**src/oahs_pkg.sv**
```systemverilog
package oahs_pkg;

    localparam int KEY_W      = 64;
    localparam int HASH_W     = 32;
    localparam int CMD_W      = 2;
    localparam int MOD_W      = 11;
    localparam int SLOT_OUT_W = 10;
    localparam int LIVE_OUT_W = 11;
    localparam int S_DATA_W   = 96;
    localparam int M_DATA_W   = 24;
    localparam int DIV_CNT_W  = $clog2(HASH_W + 1);

    localparam logic [CMD_W-1:0] CMD_LOOKUP = 2'd0;
    localparam logic [CMD_W-1:0] CMD_INSERT = 2'd1;
    localparam logic [CMD_W-1:0] CMD_REMOVE = 2'd2;
    localparam logic [CMD_W-1:0] CMD_CLEAR  = 2'd3;

    localparam logic [HASH_W-1:0] HASH_FREE = 32'd0;
    localparam logic [HASH_W-1:0] HASH_TOMB = 32'd1;
    localparam logic [HASH_W-1:0] HASH_MIN  = 32'd2;
    localparam logic [HASH_W-1:0] HOME_MULT = 32'd11;

    localparam logic [MOD_W-1:0] MOD_RESET = 11'd1021;
    localparam logic [MOD_W-1:0] MOD_MIN   = 11'd2;

    typedef struct packed {
        logic rd_en;
        logic hash_we;
        logic key_we;
    } store_ctl_t;

endpackage

```
**src/oahs_moddiv.sv**
```systemverilog
module oahs_moddiv
    import oahs_pkg::*;
(
    input  logic              aclk,
    input  logic              aresetn,
    input  logic              start,
    input  logic [HASH_W-1:0] dividend,
    input  logic [MOD_W-1:0]  divisor,
    output logic              done,
    output logic [MOD_W-1:0]  rem
);

    logic [HASH_W-1:0]    shift_reg, shift_next;
    logic [MOD_W-1:0]     rem_reg, rem_next;
    logic [MOD_W-1:0]     div_reg, div_next;
    logic [DIV_CNT_W-1:0] cnt_reg, cnt_next;
    logic                 busy_reg, busy_next;
    logic                 done_reg, done_next;
    logic [MOD_W:0]       trial;

    // restoring remainder, one dividend bit per cycle
    assign trial = {rem_reg, shift_reg[HASH_W-1]};

    always_comb begin
        shift_next = shift_reg;
        rem_next   = rem_reg;
        div_next   = div_reg;
        cnt_next   = cnt_reg;
        busy_next  = busy_reg;
        done_next  = 1'b0;
        if (start) begin
            shift_next = dividend;
            rem_next   = '0;
            div_next   = divisor;
            cnt_next   = '0;
            busy_next  = 1'b1;
        end else if (busy_reg) begin
            shift_next = {shift_reg[HASH_W-2:0], 1'b0};
            if (trial >= {1'b0, div_reg}) begin
                rem_next = MOD_W'(trial - {1'b0, div_reg});
            end else begin
                rem_next = trial[MOD_W-1:0];
            end
            cnt_next = cnt_reg + 1'b1;
            if (cnt_reg == DIV_CNT_W'(HASH_W - 1)) begin
                busy_next = 1'b0;
                done_next = 1'b1;
            end
        end
    end

    always_ff @(posedge aclk) begin
        if (!aresetn) begin
            busy_reg <= 1'b0;
            done_reg <= 1'b0;
            cnt_reg  <= '0;
        end else begin
            busy_reg <= busy_next;
            done_reg <= done_next;
            cnt_reg  <= cnt_next;
        end
    end

    always_ff @(posedge aclk) begin
        shift_reg <= shift_next;
        rem_reg   <= rem_next;
        div_reg   <= div_next;
    end

    assign done = done_reg;
    assign rem  = rem_reg;

endmodule

```
**config.mk**
```make
export PLATFORM = sky130hd
export DESIGN_NAME = oahs_moddiv
export DESIGN_NICKNAME = d
export VERILOG_FILES = /design/src/oahs_pkg.sv /design/src/oahs_moddiv.sv
export SDC_FILE = /design/constraint.sdc
export NUM_CORES = 1
export LEC_CHECK = 0
export ABC_AREA = 1
export BUFFER_PORTS_ARGS = -buffer_cell sky130_fd_sc_hd__buf_2
export CAP_MARGIN = 10
export CORE_ASPECT_RATIO = 2
export CORE_MARGIN = 2
export CORE_UTILIZATION = 45
export CTS_CLUSTER_DIAMETER = 80
export DETAILED_ROUTE_END_ITERATION = 10
export GPL_ROUTABILITY_DRIVEN = 0
export PLACE_DENSITY = 0.66
export SLEW_MARGIN = 20
export SYNTH_ARGS = -nofsm -noshare
export SYNTH_HDL_FRONTEND = slang
export SYNTH_SLANG_ARGS = --single-unit
```
**constraint.sdc**
```tcl
create_clock -name aclk -period 2.6 [get_ports aclk]
set_input_delay 0.13 -clock aclk [delete_from_list [all_inputs] [get_ports aclk]]
set_output_delay 0.13 -clock aclk [all_outputs]
set_load 0.02 [all_outputs]
```
==> results.ini <==
[layout]
n_antenna_cell = 0
final_nets = 537
area_delta_synth_final_pct = 22.6
largest_reg_flops = 32
drive_gt1_share_pct = 19.9
fill_cells = 708
fin_util_pct = 56.5
final_cells = 575

[sta]
final_max_slew_viol_count = 0
grt_setup_unrepaired = no
worst_slack_ns = 0.509
hold_viol = 0
finClkSkew_ns = 0.00534
finalCritPeriodShare_pct = 80.4
hold_ws_ns = 0.0532
worst_pin_slew_ns = 0.892
slew_headroom_pct = 40.5
fmaxAchievable_ghz = 0.478
setup-violations-final = 0
period_minus_slack_ns = 2.09
fin_setup_tns_ns = 0

[critical_path]
worstSetupStartpointType = flop
cp_common_cell = nand2_1
rr_endpoint = rem[7]
slowest_stage = ha_1
critPathLaunch = rem[6]
crit_arrival_ns = 2.36
required_ns = 2.87
r2r_slack_ns = 0.51
end_kind = flop
crit_path_max_fanout = 12
rr_startpoint = rem[6]
crit_end = rem[7]
crit_type = reg -> reg
ff2ff_path_depth = 10
cp_cell_sequence = ha_1 -> nand2_2 -> inv_2 -> nand2_1 -> nand2_1 -> nand2_2 -> nand3_2 -> nand3_2 -> nand3_1 -> nand2_1
critical_path.max_stage_delay_ns = 0.39

[synth]
ys_seq_area_share_pct = 50.3
yosys_warnings = 0
syn_nets = 467
ys_ff_latch = 62
synth_ff_type = edfxtp_1
synth_top_area_cell = edfxtp_1
yosysMostFrequentCell = nand2_1
synth_area_per_cell_sq_um = 8.15
synthCells = 408
synth_cell_type_count = 27
ys_async_sr_fraction_pct = 0
synth_area_leaders = edfxtp_1 (39%), nand2_1 (19%), dfxtp_1 (11%), inv_1 (6.5%), ha_1 (4.5%)
synth_area_sq_mm = 0.00332
synth_enable_flop_cells = 43
synthTopCellsByCount = nand2_1 (168), inv_1 (58), edfxtp_1 (43), nand3_1 (20), dfxtp_1 (19)
synth_top_cell_area_share_pct = 38.8

[routing]
detail-route-antenna-nets = 0
met1_length_mm = 2.79
vias_per_cell = 4.98
routed_wl_mm = 7.91
dr_wl_met2_mm = 4.10
route.top_layer_used = met4
drt-initial-drc-count = 126
vias = 2866
route.detailed.drc = 0
wl_per_cell_microns = 13.8
met3_length_microns = 331
dr.pass1.iters = 4

[power]
swShare_pct = 23.2
switching_power_uw = 603
clockPowerShare_pct = 44.5
ir_worst_vdd_v = 0.000522
powerDensity_mw_per_mm2 = 638
seqPwrFrac_pct = 44.8
p_leak_nw = 2.06
p_int_mw = 2.00
combPwrFrac_pct = 10.7

[die]
row_count = 44
die_y_microns = 126
initial_utilization_pct = 46.1
coreArea_sq_mm = 0.00721
die_width_microns = 64.8
die-area_sq_mm = 0.00813
io_pins = 58

[clock_tree]
cts_num_sinks = 62
htree_levels = 3
cts_buffer_depth = 2
clock_latency_ns = 0.33
cts_root_buf = clkbuf_16
cts_tree = done
cts_resized = 0
cts_buffers = 9
postCtsSetupBuffers = 0
clk_pin_slew_worst_paths_ns = 0.05

[status]
status = finished, final reports clean

[worst_hold_path]
hold_path_class = in -> reg

[global_route]
grt_max_degree = 39
grt_use_total_pct = 21.6
grt_pass1_vias = 2891
grt_pass1_wl_mm = 13.1
grt-ovfl-total = 0
antenna_found_initial = 0

[run]
cap_violations = 0

[placed_design]
preCtsSetupSlack_ns = 0.559
dp.cells = 548
port_buffers = 57
dp_hpwl_mm = 5.89

worst max-delay path: cells and delay by family, from the launching register on:
family / cells / cell delay [ns]
AND/OR/NAND/NOR: 8 / 1.25
adder cells (fa/ha/maj): 1 / 0.39
flip-flops: 1 / 0.34
buffers and inverters: 1 / 0.05
layer usage:
metal  global-route usage, %  up-vias
met1                    20.7     1299
met5                       0        -
met2                    36.2       95
met4                    19.5        0
met3                    5.58       37
li1                        -     1435
kinds of logic after synthesis:
family | after synthesis | synth area share, %
AND/OR/NAND/NOR | 244 | 32.2
buffers and inverters | 73 | 9.33
flip-flops | 62 | 50.3
AO/OA/AOI/OAI | 13 | 2.26
adder cells (fa/ha/maj) | 13 | 5.12
XOR/XNOR | 3 | 0.791
power by group through the flow:
| stage | Combinational (mW) | Sequential, mW | Clock [mW] |
|---|---|---|---|
| 2_1_floorplan | 0.174 | 1.18 | 0 |
| 5_1_grt | 0.314 | 1.17 | 1.23 |
| 4_1_cts | 0.278 | 1.17 | 1.18 |
| 3_3_place_gp | 0.259 | 1.18 | 0 |
| 3_5_place_dp | 0.264 | 1.18 | 0 |
| 6_report | 0.278 | 1.17 | 1.16 |
cell type report:
type / count / area (sq um) / area share [%]
Clock buffer: 13 / 282 / 6.91
Tap cell: 92 / 115 / 2.82
Sequential cell: 62 / 1670 / 41.0
Inverter: 60 / 225 / 5.52
Clock inverter: 3 / 15.0 / 0.368
Timing Repair Buffer: 72 / 425 / 10.4
Multi-Input combinational cell: 273 / 1340 / 32.9
layout by cell type (no fill, tap or decap), types with 2 or more instances in the layout:
cell           instances
nand3_2                8
nand2_1              168
o21ai_0                2
buf_4                  4
inv_2                  2
nand3_1               20
xor2_1                 3
nor3b_1                4
clkbuf_8               2
dfxtp_1               19
clkinv_2               3
a21oi_1                5
dlygate4sd3_1         11
nand2_2                7
buf_2                 57
clkbuf_16             10
edfxtp_1              43
ha_1                  12
o21ai_1                3
nor2_1                16
nor3_1                 4
nand4_1               15
inv_1                 58
how the worst min path moves through the flow:
stage	from	end	slack, ns	cells past startpoint
detailed placement	divisor[9]	div_reg[9]	0.31	1
CTS	aresetn	busy_reg	0.04	3
finish	aresetn	busy_reg	0.05	3
floorplan	divisor[0]	div_reg[0]	0.23	0
global placement	divisor[4]	div_reg[4]	0.31	1
global route	aresetn	busy_reg	0.07	3
stage by stage:
step | area, sq um | total power [mW]
finish | 4080 | 2.60
global route | 4080 | 2.72
CTS | 4080 | 2.62
detailed placement | 3670 | 1.45
global placement | 3670 | 1.44
floorplan | 3320 | 1.36
what timing repair did:
item                                   in CTS  in global routing
setup endpoints to repair                   0                  0
endpoints found under the hold margin      11                  0
hold buffers                               11                  0
(Power assumes the default switching activity.)
